`src/sv/gls_pkg.sv`:
```
// Shared types and constants of the grid line-of-sight block.
// Used by the front, the command queue, the back end and the top level.
package gls_pkg;

    localparam int COORD_W = 6;
    localparam int ACC_W   = 15;
    localparam int HALF_W  = 12;
    localparam int STEP_W  = 13;
    localparam int LIM_W   = 9;
    localparam int Q_DEPTH = 4;
    localparam int Q_AW    = 2;

    localparam logic KIND_WRITE = 1'b0;
    localparam logic KIND_QUERY = 1'b1;

    typedef enum logic [1:0] {
        OP_WRITE,
        OP_SKIP,
        OP_SEEN,
        OP_WALK
    } t_op;

    typedef struct packed {
        t_op                        op;
        logic [COORD_W-1:0]         row;
        logic [COORD_W-1:0]         col;
        logic                       val;
        logic                       col_major;
        logic [COORD_W-1:0]         m_start;
        logic [COORD_W-1:0]         m_end;
        logic [COORD_W-1:0]         n_start;
        logic                       sm_neg;
        logic                       sn_neg;
        logic                       knight;
        logic signed [ACC_W-1:0]    acc;
        logic [HALF_W-1:0]          half;
        logic [STEP_W-1:0]          step;
        logic signed [ACC_W-1:0]    sub;
    } t_cmd;

endpackage

```
`src/sv/gls_queue.sv`:
```
// Short command queue between the front end and the back end.
// Depends on gls_pkg for the command type and depth.
module gls_queue (
    input  logic           i_clk,
    input  logic           i_rst_n,
    input  logic           i_push,
    input  gls_pkg::t_cmd  i_data,
    output logic           o_full,
    input  logic           i_pop,
    output logic           o_empty,
    output gls_pkg::t_cmd  o_data
);

    localparam int QD = gls_pkg::Q_DEPTH;
    localparam int QA = gls_pkg::Q_AW;

    gls_pkg::t_cmd   r_slot [QD];
    logic [QA-1:0]   r_wr;
    logic [QA-1:0]   r_rd;
    logic [QA:0]     r_count;

    assign o_full  = (r_count == (QA+1)'(QD));
    assign o_empty = (r_count == '0);
    assign o_data  = r_slot[r_rd];

    always_ff @(posedge i_clk) begin
        if (!i_rst_n) begin
            r_wr    <= '0;
            r_rd    <= '0;
            r_count <= '0;
        end else begin
            if (i_push) begin
                r_wr <= r_wr + QA'(1);
            end
            if (i_pop) begin
                r_rd <= r_rd + QA'(1);
            end
            unique case ({i_push, i_pop})
                2'b10:   r_count <= r_count + (QA+1)'(1);
                2'b01:   r_count <= r_count - (QA+1)'(1);
                default: r_count <= r_count;
            endcase
        end
    end

    always_ff @(posedge i_clk) begin
        if (i_push) begin
            r_slot[r_wr] <= i_data;
        end
    end

    a_no_push_full: assert property (@(posedge i_clk) disable iff (!i_rst_n)
        i_push |-> !o_full)
        else $error("word pushed into a full queue");

    a_no_pop_empty: assert property (@(posedge i_clk) disable iff (!i_rst_n)
        i_pop |-> !o_empty)
        else $error("word popped from an empty queue");

    a_count_bound: assert property (@(posedge i_clk) disable iff (!i_rst_n)
        r_count <= (QA+1)'(QD))
        else $error("queue holds more words than its depth");

endmodule

```
`config.mk`:
```
export PLATFORM = sky130hd
export DESIGN_NAME = gls_queue
export DESIGN_NICKNAME = d
export VERILOG_FILES = /design/src/sv/gls_pkg.sv /design/src/sv/gls_queue.sv
export SDC_FILE = /design/constraint.sdc
export NUM_CORES = 1
export LEC_CHECK = 0
export ABC_AREA = 0
export BUFFER_PORTS_ARGS = -buffer_cell sky130_fd_sc_hd__buf_4
export CAP_MARGIN = 40
export CELL_PAD_IN_SITES_DETAIL_PLACEMENT = 0
export CELL_PAD_IN_SITES_GLOBAL_PLACEMENT = 1
export CORE_MARGIN = 4
export CORE_UTILIZATION = 45
export DETAILED_ROUTE_END_ITERATION = 8
export HOLD_SLACK_MARGIN = 0.06
export PLACE_DENSITY = 0.86
export SLEW_MARGIN = 20
export SYNTH_ARGS = -nofsm -noshare
export SYNTH_HDL_FRONTEND = slang
export SYNTH_SLANG_ARGS = --single-unit
```
`constraint.sdc`:
```
create_clock -name i_clk -period 2.9 [get_ports i_clk]
set_input_delay 0.435 -clock i_clk [delete_from_list [all_inputs] [get_ports i_clk]]
set_output_delay 0.435 -clock i_clk [all_outputs]
set_load 0.01 [all_outputs]
```
Word level (Yosys, flattened, before mapping)
Memory sizes are Yosys's and may differ from the RTL's. A register that Yosys moved wholly into a read port is not among the register bits. Cells that the tools add are included.

Add/sub/neg operators: 4. Multiplexer cells: 5. Reduce and logical (&&, ||, !) cells: 2. Equality and inequality tests: 3.

Operator list (count): one-hot mux 3 bit (2 select lines) (1); adder 2 x 1 -> 2 bit, second input constant (2); two-way mux 2 bit (2); adder 3 x 1 -> 3 bit, second input constant (1); equality test 3 bit, second input constant (1); logical NOT 3 bit (1); subtractor 3 x 1 -> 3 bit, second input constant (1); equality test 2 x 1 -> 1 bit, second input constant (1); equality test 2 bit, second input constant (1); two-way mux 1 bit (2); nonzero test 2 bit (1).

Bits of input ports: 96. Flip-flop bits (word level): 7. Memories kept: 1. Bits in writable memories: 368.

Memories: r_slot (words 4, width 92, rd ports 1, clocked after memory_dff 1, wr ports 1, RTL line gls_queue.sv:17) `gls_pkg::t_cmd r_slot [QD];`.

Logic depth before layout (Yosys ltp)
Depth in word-level cells: 3. Gate-level depth with buffers: 7. Depth with buffers taken out: 7.

Least setup slack after synthesis
OpenSTA, ideal clock, no wires.

Path type: register -> register. Start point: register r_wr[0]. End point: memory r_slot[0][0] (netlist name) (enable). Stages on the path, launching flop included: 4. Setup slack: -0.233 ns. Path buffers: 0. Period minus slack after synthesis: 3.133 ns. Data arrival time: 2.673 ns. Cells stage by stage: dfxtp_1 -> inv_1 -> ha_1 -> and2_1.

RTL lines: start: declaration (RTL line gls_queue.sv:18) `logic [QA-1:0] r_wr;`; start signal: assignment (RTL line gls_queue.sv:33) `r_wr <= r_wr + QA'(1);`; end: declaration (RTL line gls_queue.sv:17).

No word-level cell before the write port.

==> metrics.csv <==
stage,metric,value,unit
run_status,status,"finished, final reports clean",
placement,port_buffers,189,
clock_tree,cts_tree,done,
detailed_routing,post-route-drc-count,0,
floorplanning,pin_count,190,
hold_path,hold_path.class,primary input to flip-flop,
logic_synthesis,syn-cell-area,13700,um2
clock_tree,clk_latency,520,ps
detailed_routing,wl_per_cell,22.3,um
sta,finalMaxSlewViolations,0,
global_routing,grt_first_pass_wirelength,40000,um
sta,min_period_over_period,88.4,%
detailed_routing,wirelength_met1,10600,um
critical_path,critPathArrivalTime,2130,ps
clock_tree,ctsResizeCount,0,
global_routing,grt_max_degree,54,
placement,hpwl,15800,um
sta,setup_tns,0,ps
sta,rsz0062_at_grt,false,
final_layout,stdcell_area,16900,um2
flow_run,drv_cap,0,
sta,hold_viol,0,
power_and_ir_drop,peakVddDrop,433,uV
detailed_routing,wl_met3,1840,um
clock_tree,cts_hold_buf,0,
logic_synthesis,synth-seq-area-share,81.8,%
logic_synthesis,synthesis.nets,628,
power_and_ir_drop,power.density,724,nW/um2
critical_path,cp-end-kind,output pin,
power_and_ir_drop,power.leakage,5.69,nW
critical_path,cp.buffers_inverters,2,
placement,routabilityCongestion,0.703,
clock_tree,clock-sinks,377,
final_layout,finalNetCount,853,
detailed_routing,first_pass_iters,4,
detailed_routing,route.vias.total,6124,
placement,dpl_cell_area,15700,um2
logic_synthesis,synthArstFlopShare,0,%
sta,fin_skew,11.1,ps
clock_tree,clkTransAtPathRegs,60,ps
floorplanning,initial_core_util,45.9,%
sta,worstMarginPinSlew,488,ps
logic_synthesis,syn_inst,526,
clock_tree,postCtsSetupBuffers,0,
floorplanning,core_area,29900,um2
critical_path,path_class,flip-flop to output pin,
sta,setup_viol,0,
global_routing,antenna_found_initial,1,
detailed_routing,wl_met2,13200,um
logic_synthesis,synth.avg_cell_area,26.1,um2
logic_synthesis,yosysWarnings,0,
final_layout,final_util,56.5,%
detailed_routing,initialDrtViolationCount,414,
logic_synthesis,synth-main-ff-cell,edfxtp_1,
detailed_routing,vias_per_cell,5.25,
critical_path,path_cells,"buf_12, mux4_2, buf_4",
clock_tree,clk_path_buf_depth,3,
floorplanning,die_x,183,um
sta,slew-limit-headroom,67.5,%
detailed_routing,top_layer,met5,
global_routing,gr-total-overflow,0,
floorplanning,dieArea,33400,um2
floorplanning,row_count,63,
sta,finalCriticalPeriod,2560,ps
final_layout,syn_to_final_growth,23.1,%
final_layout,diodes,0,
final_layout,drive_gt1_share,45.7,%
critical_path,cp_slowest_cell,mux4_2,
logic_synthesis,ys_types,20,
clock_tree,cts_made_buffers,40,
critical_path,crit_fanout,31,
critical_path,crit_path_max_incr_delay,590,ps
global_routing,grt_usage,15.7,%
critical_path,worstPathRequired,2470,ps
critical_path,crit_family,multiplexers,
detailed_routing,ant_nets,0,
detailed_routing,wl,26000,um
logic_synthesis,ys_ff_latch,377,
clock_tree,h-tree-depth,2,
clock_tree,root_buffer,clkbuf_16,
sta,fmax,390,MHz
critical_path,start_kind,flip-flop,
floorplanning,die_y,183,um
logic_synthesis,synth-edff-count,368,
global_routing,grt_pass1_vias,6703,
[per-layer routing]
| metal | vias up | GRT usage (%) |
|---|---|---|
| met5 | - | 0 |
| met4 | 2 | 3.39 |
| met3 | 36 | 4.35 |
| met2 | 196 | 26.2 |
| met1 | 3193 | 20.9 |
| li1 | 2697 | - |
[worst reg2reg max path, stage by stage (launching register included)]
cell	delay, ps
dfxtp_1	340
inv_1	90
ha_1	140
and2_4	320
buf_4	500
[registers in the layout, summed over array words and instances (netlist names), named ones only]
name,cells
r_rd,2
r_slot,368
r_count,3
r_wr,2
[Yosys cell counts, types with 3 or more instances]
master	count	area share, %
inv_1	6	0.16
ha_1	5	0.46
buf_6	9	0.74
xor2_1	3	0.19
edfxtp_1	368	81
buf_2	9	0.33
and2_1	10	0.46
mux4_2	92	15
dfxtp_1	9	1.3
[placed cells by master (no fill, tap or decap), types with 5 or more instances in the layout]
master and instances:
clkinv_2 6, dfxtp_1 7, clkbuf_16 41, clkinv_1 8, mux4_2 92, inv_1 6, ha_1 5, edfxtp_1 368
buf_12 8, buf_4 195, clkbuf_1 6, and2_1 6
[area by class of cell]
cell class,instances,area (um2)
Clock buffer,47,1050
Clock inverter,21,141
Fill cell,2175,13000
Inverter,6,22.5
Multi-Input combinational cell,123,2330
Sequential cell,377,11200
Tap cell,390,488
Timing Repair Buffer,203,1620
[worst paths after layout]
kind,to,startpoint,depth (start not counted),slack (ps)
setup / recovery,o_data[6],flip-flop,3,340
setup reg to reg,r_slot[2][29],r_wr[0],4,1150
hold / removal,r_slot[2][48],i_data[48],1,120
hold reg to reg,r_count[2],r_count[2],2,510
[cells by family after synthesis]
family                   count (synthesis)  synth area share (%)
AO/OA/AOI/OAI                            3                 0.128
flip-flops                             377                  81.8
XOR/XNOR                                 5                 0.319
buffers and inverters                   26                  1.29
adder cells (fa/ha/maj)                  6                 0.602
multiplexers                            93                  15.2
AND/OR/NAND/NOR                         16                 0.684
[stage by stage]
stage / hold WS, ps / std cells / power, mW / setup WS (ps)
after floorplan: 473 / 526 / 7.11 / 781
after global placement: 496 / 1099 / 7.73 / 837
after detailed placement: 507 / 1099 / 7.77 / 816
after CTS: 84.8 / 1167 / 12.4 / 257
after global routing: 90.9 / 1167 / 12.7 / 195
final: 116 / 1167 / 12.2 / 336
[power breakdown]
group	internal [mW]	leakage (nW)	switching, mW	total [mW]
sequential	6.26	3.46	0.0699	6.33
combinational	0.673	1.65	0.627	1.30
clock	2.67	0.585	1.94	4.61
total	9.60	5.69	2.63	12.2
No activity file was read; power rests on OpenSTA's default activity.
