==> config.mk <==
export PLATFORM = sky130hd
export DESIGN_NAME = gls_front
export DESIGN_NICKNAME = d
export VERILOG_FILES = /design/src/sv/gls_pkg.sv /design/src/sv/gls_front.sv
export SDC_FILE = /design/constraint.sdc
export NUM_CORES = 1
export LEC_CHECK = 0
export ABC_AREA = 0
export BUFFER_PORTS_ARGS = -buffer_cell sky130_fd_sc_hd__buf_2
export CAP_MARGIN = 20
export CORE_ASPECT_RATIO = 0.75
export CORE_MARGIN = 8
export CORE_UTILIZATION = 45
export CTS_CLUSTER_DIAMETER = 40
export DETAILED_ROUTE_END_ITERATION = 8
export HOLD_SLACK_MARGIN = 0.12
export PLACE_DENSITY = 0.77
export SLEW_MARGIN = 0
export SYNTH_ARGS = -nofsm -noshare
export SYNTH_HDL_FRONTEND = slang
export SYNTH_SLANG_ARGS = --single-unit
==> constraint.sdc <==
create_clock -name i_clk -period 8.7 [get_ports i_clk]
set_clock_uncertainty 0.05 [all_clocks]
set_input_delay 1.305 -clock i_clk [delete_from_list [all_inputs] [get_ports i_clk]]
set_output_delay 1.305 -clock i_clk [all_outputs]
set_load 0.1 [all_outputs]
==> src/sv/gls_pkg.sv <==
// Shared types and constants of the grid line-of-sight block.
// Used by the front, the command queue, the back end and the top level.
package gls_pkg;

    localparam int COORD_W = 6;
    localparam int ACC_W   = 15;
    localparam int HALF_W  = 12;
    localparam int STEP_W  = 13;
    localparam int LIM_W   = 9;
    localparam int Q_DEPTH = 4;
    localparam int Q_AW    = 2;

    localparam logic KIND_WRITE = 1'b0;
    localparam logic KIND_QUERY = 1'b1;

    typedef enum logic [1:0] {
        OP_WRITE,
        OP_SKIP,
        OP_SEEN,
        OP_WALK
    } t_op;

    typedef struct packed {
        t_op                        op;
        logic [COORD_W-1:0]         row;
        logic [COORD_W-1:0]         col;
        logic                       val;
        logic                       col_major;
        logic [COORD_W-1:0]         m_start;
        logic [COORD_W-1:0]         m_end;
        logic [COORD_W-1:0]         n_start;
        logic                       sm_neg;
        logic                       sn_neg;
        logic                       knight;
        logic signed [ACC_W-1:0]    acc;
        logic [HALF_W-1:0]          half;
        logic [STEP_W-1:0]          step;
        logic signed [ACC_W-1:0]    sub;
    } t_cmd;

endpackage

==> src/sv/gls_front.sv <==
// Front end: accepts input words, classifies them and prepares walk set-up.
// Depends on gls_pkg; feeds gls_queue.
module gls_front #(
    parameter int MAP_ROWS = 64,
    parameter int MAP_COLS = 64
) (
    input  logic                          i_clk,
    input  logic                          i_rst_n,
    input  logic                          i_in_valid,
    output logic                          o_in_ready,
    input  logic                          i_kind,
    input  logic [gls_pkg::COORD_W-1:0]   i_from_row,
    input  logic [gls_pkg::COORD_W-1:0]   i_from_col,
    input  logic [gls_pkg::COORD_W-1:0]   i_to_row,
    input  logic [gls_pkg::COORD_W-1:0]   i_to_col,
    input  logic                          i_cell_clear,
    input  logic                          i_clearing,
    input  logic                          i_q_full,
    output logic                          o_push,
    output gls_pkg::t_cmd                 o_cmd
);

    localparam int CW = gls_pkg::COORD_W;
    localparam int LW = gls_pkg::LIM_W;
    localparam int AC = gls_pkg::ACC_W;
    localparam int HW = gls_pkg::HALF_W;
    localparam logic [LW-1:0] ROWS_LIM = LW'(MAP_ROWS);
    localparam logic [LW-1:0] COLS_LIM = LW'(MAP_COLS);

    typedef struct packed {
        gls_pkg::t_op     op;
        logic [CW-1:0]    row;
        logic [CW-1:0]    col;
        logic             val;
        logic             col_major;
        logic [CW-1:0]    m_first;
        logic [CW-1:0]    m_end;
        logic [CW-1:0]    n1;
        logic [CW-1:0]    n_first;
        logic             sm_neg;
        logic             sn_neg;
        logic             knight;
        logic             straight;
        logic             diag;
        logic [CW-1:0]    major_len;
        logic [CW-1:0]    minor_len;
    } t_pre;

    logic [CW:0]              dr;
    logic [CW:0]              dc;
    logic [CW-1:0]            ar;
    logic [CW-1:0]            ac;
    logic                     col_major;
    logic [CW-1:0]            m1;
    logic [CW-1:0]            n1;
    logic                     in_map;
    logic                     accept;
    t_pre                     n_pre;
    t_pre                     r_pre;
    logic                     r_a_valid;
    logic [HW-1:0]            sq;
    logic [HW-1:0]            prod;
    logic [gls_pkg::STEP_W-1:0] step;
    logic [gls_pkg::STEP_W-1:0] full;
    logic signed [AC-1:0]     sq_s;

    assign dr        = {1'b0, i_to_row} - {1'b0, i_from_row};
    assign dc        = {1'b0, i_to_col} - {1'b0, i_from_col};
    assign ar        = dr[CW] ? CW'((CW+1)'(0) - dr) : dr[CW-1:0];
    assign ac        = dc[CW] ? CW'((CW+1)'(0) - dc) : dc[CW-1:0];
    assign col_major = (ac >= ar);
    assign m1        = col_major ? i_from_col : i_from_row;
    assign n1        = col_major ? i_from_row : i_from_col;
    assign in_map    = (LW'(i_from_row) < ROWS_LIM) && (LW'(i_from_col) < COLS_LIM);

    always_comb begin
        n_pre.row       = i_from_row;
        n_pre.col       = i_from_col;
        n_pre.val       = i_cell_clear;
        n_pre.col_major = col_major;
        n_pre.sm_neg    = col_major ? dc[CW] : dr[CW];
        n_pre.sn_neg    = col_major ? dr[CW] : dc[CW];
        n_pre.m_first   = n_pre.sm_neg ? m1 - CW'(1) : m1 + CW'(1);
        n_pre.m_end     = col_major ? i_to_col : i_to_row;
        n_pre.n1        = n1;
        n_pre.n_first   = n_pre.sn_neg ? n1 - CW'(1) : n1 + CW'(1);
        n_pre.knight    = ((ar == CW'(2)) && (ac == CW'(1)))
                       || ((ar == CW'(1)) && (ac == CW'(2)));
        n_pre.straight  = (ar == '0) || (ac == '0);
        n_pre.diag      = (ar == ac);
        n_pre.major_len = col_major ? ac : ar;
        n_pre.minor_len = col_major ? ar : ac;
        priority if (i_kind == gls_pkg::KIND_WRITE) begin
            n_pre.op = in_map ? gls_pkg::OP_WRITE : gls_pkg::OP_SKIP;
        end else if ((ar < CW'(2)) && (ac < CW'(2))) begin
            n_pre.op = gls_pkg::OP_SEEN;
        end else begin
            n_pre.op = gls_pkg::OP_WALK;
        end
    end

    assign o_in_ready = !i_clearing && (!r_a_valid || !i_q_full);
    assign accept     = i_in_valid && o_in_ready;
    assign o_push     = r_a_valid && !i_q_full;

    always_ff @(posedge i_clk) begin
        if (!i_rst_n) begin
            r_a_valid <= 1'b0;
        end else if (accept) begin
            r_a_valid <= 1'b1;
        end else if (o_push) begin
            r_a_valid <= 1'b0;
        end
    end

    always_ff @(posedge i_clk) begin
        if (accept) begin
            r_pre <= n_pre;
        end
    end

    assign sq   = HW'(r_pre.minor_len) * HW'(r_pre.minor_len);
    assign prod = HW'(r_pre.major_len) * HW'(r_pre.minor_len);
    assign step = {sq, 1'b0};
    assign full = {prod, 1'b0};
    assign sq_s = $signed(AC'(sq));

    always_comb begin
        o_cmd.op        = r_pre.op;
        o_cmd.row       = r_pre.row;
        o_cmd.col       = r_pre.col;
        o_cmd.val       = r_pre.val;
        o_cmd.col_major = r_pre.col_major;
        o_cmd.m_start   = r_pre.m_first;
        o_cmd.m_end     = r_pre.m_end;
        o_cmd.sm_neg    = r_pre.sm_neg;
        o_cmd.sn_neg    = r_pre.sn_neg;
        o_cmd.knight    = r_pre.knight;
        if (r_pre.straight) begin
            o_cmd.n_start = r_pre.n1;
            o_cmd.acc     = '0;
            o_cmd.half    = HW'(1);
            o_cmd.step    = '0;
            o_cmd.sub     = '0;
        end else begin
            o_cmd.n_start = r_pre.diag ? r_pre.n_first : r_pre.n1;
            o_cmd.acc     = r_pre.diag ? -sq_s : sq_s;
            o_cmd.half    = prod;
            o_cmd.step    = step;
            o_cmd.sub     = $signed(AC'(step)) - $signed(AC'(full));
        end
    end

endmodule

### After elaboration in Yosys (flattened, before gate mapping)

Cells that the tools add are included.
Widths: inputs -> output; s select.

* $add $sub $neg: 10
* multipliers: 2
* $lt $le $gt $ge: 3
* equal/unequal tests: 5
* mux-type cells: 18
* reduce and logical (&&, ||, !) cells: 15

Operators by type and width (count)
* $mux 6: 11
* $mux 55: 1
* $mul 6x6->12: 2
* $mux 15: 1
* $neg 12->15: 1
* $sub 13x13->14: 1
* $sub 6x6->7: 2
* $add 6x1->6 const B: 2
* $eq 6x1->1 const B: 2
* $eq 6x2->1 const B: 2
* $logic_not 6->1: 2
* $lt 6x2->1 const B: 2
* $sub 1x6->6 const A: 2
* $sub 6x1->6 const B: 2
* $eq 6x6->1: 1
* $ge 6x6->1: 1
* $logic_and 1x1->1: 6
* $mux 1: 5
* $logic_not 1->1: 3
* $logic_or 1x1->1: 3
* $reduce_bool 2->1: 1

* register bits: 58
* input port bits: 31
* output and inout bits: 94
* word-level logic and storage cells: 70

### Longest topological paths before layout

Gate-level depths: netlist of run 1.

* depth in word-level cells: 7
* gate-level depth with buffers: 25
* mapped depth without buffers: 24

### Worst setup path before layout of run 1

OpenSTA, ideal clock, no wires.

* path type: register to output
* start: register r_pre[0] (netlist bit)
* end: output o_cmd[14] (netlist bit)
* arrival time: 7.392 ns
* data required time: 7.345 ns
* slack: -0.047 ns
* cell stages (with the launch flop): 20
* buffers on the path: 2
* path through: edfxtp_1 -> buf_1 -> and2_1 -> fa_1 -> inv_1 -> fa_1 -> fa_1 -> inv_1 -> ha_1 -> and3b_1 -> o21a_1 -> o21ai_0 -> nand2b_1 -> a21o_1 -> a21oi_1 -> xnor2_1 -> ha_1 -> a21o_1 -> a211oi_1 -> buf_4

RTL lines
* start, declared: line gls_front.sv:59 `t_pre r_pre;`
* start signal, assigned: line gls_front.sv:118 `r_pre <= n_pre;`
* end, declared: line gls_front.sv:20 `output gls_pkg::t_cmd o_cmd`

==> metrics, run 1 <==
sum of negative setup slack 0 ps; crit share post-route 83.6%; Iter 0 DRT Violations 408; Yosys top cell area share 26.7%; ratio of cells with drive above 1 in the final layout 20.0%; register area share after synthesis 27.0%; vias 5161; synth top area cells edfxtp_1 27%, ha_1 13%, fa_1 8.4%; CP max stage delay 590 ps; CP cell instances and2_1 > fa_1 > inv_1 > fa_1 > fa_1 > inv_1 > ha_1 > a21o_1 > a21oi_1 > o21bai_1 > a21oi_1 > o21bai_1 > a21oi_1 > xnor2_1 > inv_1 > ha_1 > nor2_1 > o211a_1 > or4_1 > buf_2; yosys warns 0; H-Tree Depth 3; Worst setup SP type register; input/output buffers 121; Hold-fix buffers, CTS 0; CP Class reg -> out; vias in the first global route 5068; Initial Util 46.5%; fin. max-slew vios 0; site row count 37; Slowest cell on crit path edfxtp_1; first-pass GRT wire length 25.1 mm; final hold viol count 0; Setup crit end kind output pin; Hold WC Path Type reg -> reg; gp weighted congestion 0.892; largest net degree at the start of global routing 59; Detail Route Antenna Nets 0; io pins 125; First-pass DRT Iterations 5; Worst EP required 7340 ps; Vias per Instance 5.32; DRT Wirelength 15.4 mm; RSZ-0062 raised after global routing no; Synth Area per Inst 8.99 sq um; clock period minus final worst setup slack 7270 ps; Post-synth EDFFs 57; Clock Tree Root clkbuf_16; Synth Cell Area 0.00641 sq mm; Synth cell types 69; final net count 919; aggregate global routing overflow 0; Critical Path Fanout Max 17; Die Y-Extent 119 um; area leader, netlist edfxtp_1; outcome finished, final reports clean; core area 0.0138 sq mm; Area Growth Syn to Fin 12.6%; Post-CTS Setup Bufs 0; commonest non-fill, non-tap cell in the layout buf_2; initial antenna violation count 0; number of diodes 0; Final setup viols 0; clk_lat worst skew 330 ps; FMAX 137 MHz; fraction of synthesis flops using an asynchronous set or reset pin 0%; Sink Count 58; Worst Path Arrival 5920 ps; CTS tree done; hpwl dp 12.0 mm; TritonCTS Buffers 9; Worst-path clk slew 50 ps; # DRC 0; Yosys reg bits 58; GRT Overall Usage 16.7%; Post-synth top flop edfxtp_1; DIE AREA 0.0184 sq mm; Clock Path Buffers 2; # resized after CTS 0; Slew headroom 27.6%; worst slew pin tran 1080 ps; Mapped Cells 713; most frequent cells in the layout 121 x buf_2, 87 x inv_1, 68 x ha_1; # Max-Cap Violations 0; Routed WL per cell 15.8 um; die span in x 154 um
logic make-up after synthesis:
family,Yosys count,share of synthesized area (%)
xor gates and xnor gates,53,7.46
and+or+nand+nor,220,16.9
other,2,0.117
buffers and inverters,147,10.8
muxes,21,3.51
adders and majority gates,97,22.0
DFF,58,27.0
AOI/OAI and AO/OA,115,12.1
Yosys cell counts, types with 4 or more instances:
cell / count
a31oi_1: 4
a21boi_0: 4
clkbuf_1: 13
nor3_1: 14
xnor2_1: 30
buf_4: 36
nor4_1: 6
mux2i_1: 13
nand2b_1: 4
nand2_1: 56
buf_1: 6
nor2_1: 58
ha_1: 68
o21a_1: 4
nor2b_1: 21
inv_1: 87
o31a_1: 5
o21bai_1: 7
xor2_1: 22
fa_1: 27
a21o_1: 9
nand3_1: 4
edfxtp_1: 57
a21oi_1: 30
and2_1: 38
mux2_2: 6
o21ai_1: 4
o21ai_0: 21
critical path: cells and delay by family (launching register included):
kind	cells	cell delay, ps
AOI/OAI and AO/OA	7	1110
DFF	1	590
adders and majority gates	5	2310
and+or+nand+nor	3	840
xor gates and xnor gates	1	190
buffers and inverters	4	540
worst paths after layout:
path             start        end  slack [ps]  cells after the start
max           r_pre[0]  o_cmd[12]        1430                     20
min          r_a_valid  r_a_valid         480                      2
max reg2reg  r_a_valid  o_cmd[73]        7020                      3
min reg2reg  r_a_valid  r_a_valid         480                      2
flip-flops by register name, indices dropped and copies added, names as in the netlist:
signal	flops
o_cmd	31
r_pre	26
r_a_valid	1
per-stage QoR:
stage               hold WS, ps  worst slack (ps)  cells  utilization, %  cell area [sq um]
global route                558               993    971            52.3               7220
finish                      484              1430    971            52.3               7220
global placement            467              1640    957            50.1               6920
detailed placement          475              1360    957            50.1               6920
CTS                         480              1390    971            52.3               7220
floorplan                   443              1040    715               -               6420
cell type report:
type,count,area [sq um]
Clock buffer,10,229
Clock inverter,4,68.8
Fill cell,1282,6580
Inverter,90,340
Multi-Input combinational cell,510,4000
Sequential cell,58,1730
Tap cell,175,219
Timing Repair Buffer,124,628
metal layers:
metal  vias to the layer above  global-route usage [%]  part of all wire, %
met5                         -                       0                    0
met4                         0                    4.09                  1.1
met3                        15                    4.19                  7.6
met2                       161                    25.6                   44
met1                      2463                    23.2                   48
li1                       2522                       -                    -
Power of run 1 is left out: the tool's default activity adds up to more than one toggle a clock period on the data nets, which glitch-free logic cannot reach.
==> inputs of run 2 (changes only) <==
--- a/config.mk
+++ b/config.mk
@@ -14,7 +14,7 @@
 export CTS_CLUSTER_DIAMETER = 40
 export DETAILED_ROUTE_END_ITERATION = 8
 export HOLD_SLACK_MARGIN = 0.12
-export PLACE_DENSITY = 0.77
+export PLACE_DENSITY = 0.8
 export SLEW_MARGIN = 0
 export SYNTH_ARGS = -nofsm -noshare
 export SYNTH_HDL_FRONTEND = slang
==> constraint.sdc (replaced) <==
create_clock -name i_clk -period 6 [get_ports i_clk]
set_clock_uncertainty 0.05 [all_clocks]
set_input_delay 0.9 -clock i_clk [delete_from_list [all_inputs] [get_ports i_clk]]
set_output_delay 0.9 -clock i_clk [all_outputs]
set_load 0.1 [all_outputs]
==> run 2 against run 1 <==
The flow now finishes with violations (negative setup slack). Via count up 6.3%. Die area did not move. Non-clock buffer count is 64 higher. Hold slack improved by 0.59 ps. Critical path depth grew 1. Register-to-register slack worse by 2700 ps. Utilization is 6.6 points higher. Clock-buffer cell count rose by 4. Flip-flop and latch count unchanged. Largest cell class unchanged.
==> metrics, run 2 (synthesized netlist as in run 1, its figures left out) <==
outcome finished, violations left; failing checks negative setup slack; Setup crit end kind output pin; Hold WC Path Type reg -> reg; # DRC 0 (unchanged); DRT Wirelength 16.5 mm (+7.6%); fin. max-slew vios 0 (unchanged); setup ws final -89.0 ps (-1520 ps); Hold-fix buffers, CTS 0 (unchanged); crit share post-route 101%; Detail Route Antenna Nets 0 (unchanged); H-Tree Depth 3 (unchanged); initial antenna violation count 0 (unchanged); aggregate global routing overflow 0 (unchanged); CP Class reg -> out; Placed Area 0.00740 sq mm (+7.0%); Routed WL per cell 15.9 um (+0.72%); final instance area 0.00812 sq mm (+13%); Critical Path Fanout Max 5 (-12); most frequent cells in the layout 114 x buf_2, 82 x inv_1, 60 x ha_1; DIE AREA 0.0184 sq mm (unchanged); TritonCTS Buffers 9 (unchanged); core area 0.0138 sq mm (unchanged); io pins 125 (unchanged); input/output buffers 121 (unchanged); Clock Tree Root clkbuf_16; Area Growth Syn to Fin 26.7%; Clock Path Buffers 2 (unchanged); worst slew pin tran 964 ps (-112 ps); clk_lat worst skew 320 ps (about the same); clock period minus final worst setup slack 6090 ps; commonest non-fill, non-tap cell in the layout buf_2; GRT Overall Usage 17.7% (+1.0 points); first-pass GRT wire length 26.8 mm (+6.5%); FMAX 164 MHz; Worst setup SP type register; max reg flops 31 (unchanged); ratio of cells with drive above 1 in the final layout 32.3% (+12 points); Worst-path clk slew 50 ps (about the same); Vias per Instance 5.29 (-0.47%); CTS tree done; # Max-Cap Violations 0 (unchanged); largest net degree at the start of global routing 59 (unchanged); First-pass DRT Iterations 5 (unchanged); gp weighted congestion 0.943 (+5.7%); Initial Util 46.5% (unchanged); final net count 983 (+7.0%); vias 5486 (+6.3%); Iter 0 DRT Violations 478 (+17%); site row count 37 (unchanged); hpwl dp 12.5 mm (+4.0%); Sink Count 58 (unchanged); final hold viol count 0 (unchanged); Worst EP required 5050 ps (-2290 ps); number of diodes 0 (unchanged); Slew headroom 35.6% (+7.9 points); Worst Path Arrival 5140 ps (-780 ps); vias in the first global route 5383 (+6.2%); RSZ-0062 raised after global routing yes; Die Y-Extent 119 um (unchanged); die span in x 154 um (unchanged); Final setup viols 3 (+3)
[run 2: worst paths after layout]
kind	start	depth (start not counted)	slack [ps]	end
max	r_pre[1]	21	-90	o_cmd[12]
min	r_a_valid	2	480	r_a_valid
max reg2reg	r_a_valid	3	4340	o_cmd[85]
min reg2reg	r_a_valid	2	480	r_a_valid
[run 2: what timing repair did]
| item | in CTS | in global routing |
|---|---|---|
| pin swaps | 28 | 22 |
| setup endpoints to repair | 3 | 10 |
| gates resized for setup | 34 | 30 |
| setup buffers | 13 | 8 |
[run 2: final cells by class]
| class | count | area, sq um |
|---|---|---|
| Fill cell | 1120 | 5670 |
| Sequential cell | 58 | 1730 |
| Multi-Input combinational cell | 510 | 4320 |
| Timing Repair Buffer | 188 | 1230 |
| Clock inverter | 2 | 37.5 |
| Inverter | 90 | 340 |
| Tap cell | 175 | 219 |
| Clock buffer | 14 | 244 |
[run 2: critical path: stages (launching register included)]
cell and delay (ps):
edfxtp_1 460, buf_4 180, and2_4 130, fa_1 500
inv_1 50, fa_1 440, fa_1 490, inv_1 60
ha_4 240, a21oi_4 160, nor2_2 50, nor2_2 130
o21bai_2 100, a21oi_2 140, o21bai_1 100, a21oi_2 180
xor2_2 160, buf_6 140, ha_4 210, nor4b_1 140
or4_4 570, buf_12 180
[run 2: layer usage]
| metal | wire length [um] | vias up | global-route usage [%] |
|---|---|---|---|
| met5 | 0 | - | 0 |
| met4 | 201 | 0 | 3.97 |
| li1 | - | 2649 | - |
| met3 | 1270 | 26 | 3.76 |
| met1 | 7550 | 2623 | 24.2 |
| met2 | 7500 | 188 | 28.3 |
[run 2: through the flow]
| stage | util (%) | hold slack (ps) | std cells | TNS [ps] | setup WS [ps] |
|---|---|---|---|---|---|
| 2_1_floorplan | - | 443 | 715 | -372 | -320 |
| 3_3_place_gp | 53.6 | 464 | 1001 | -0.900 | -0.900 |
| 3_5_place_dp | 53.6 | 485 | 1001 | -31.0 | -26.8 |
| 4_1_cts | 57.3 | 492 | 1029 | -235 | -79.2 |
| 5_1_grt | 58.9 | 557 | 1037 | -779 | -260 |
| 6_report | 58.9 | 485 | 1037 | -143 | -89.0 |
Power of run 2 is left out for the same reason.
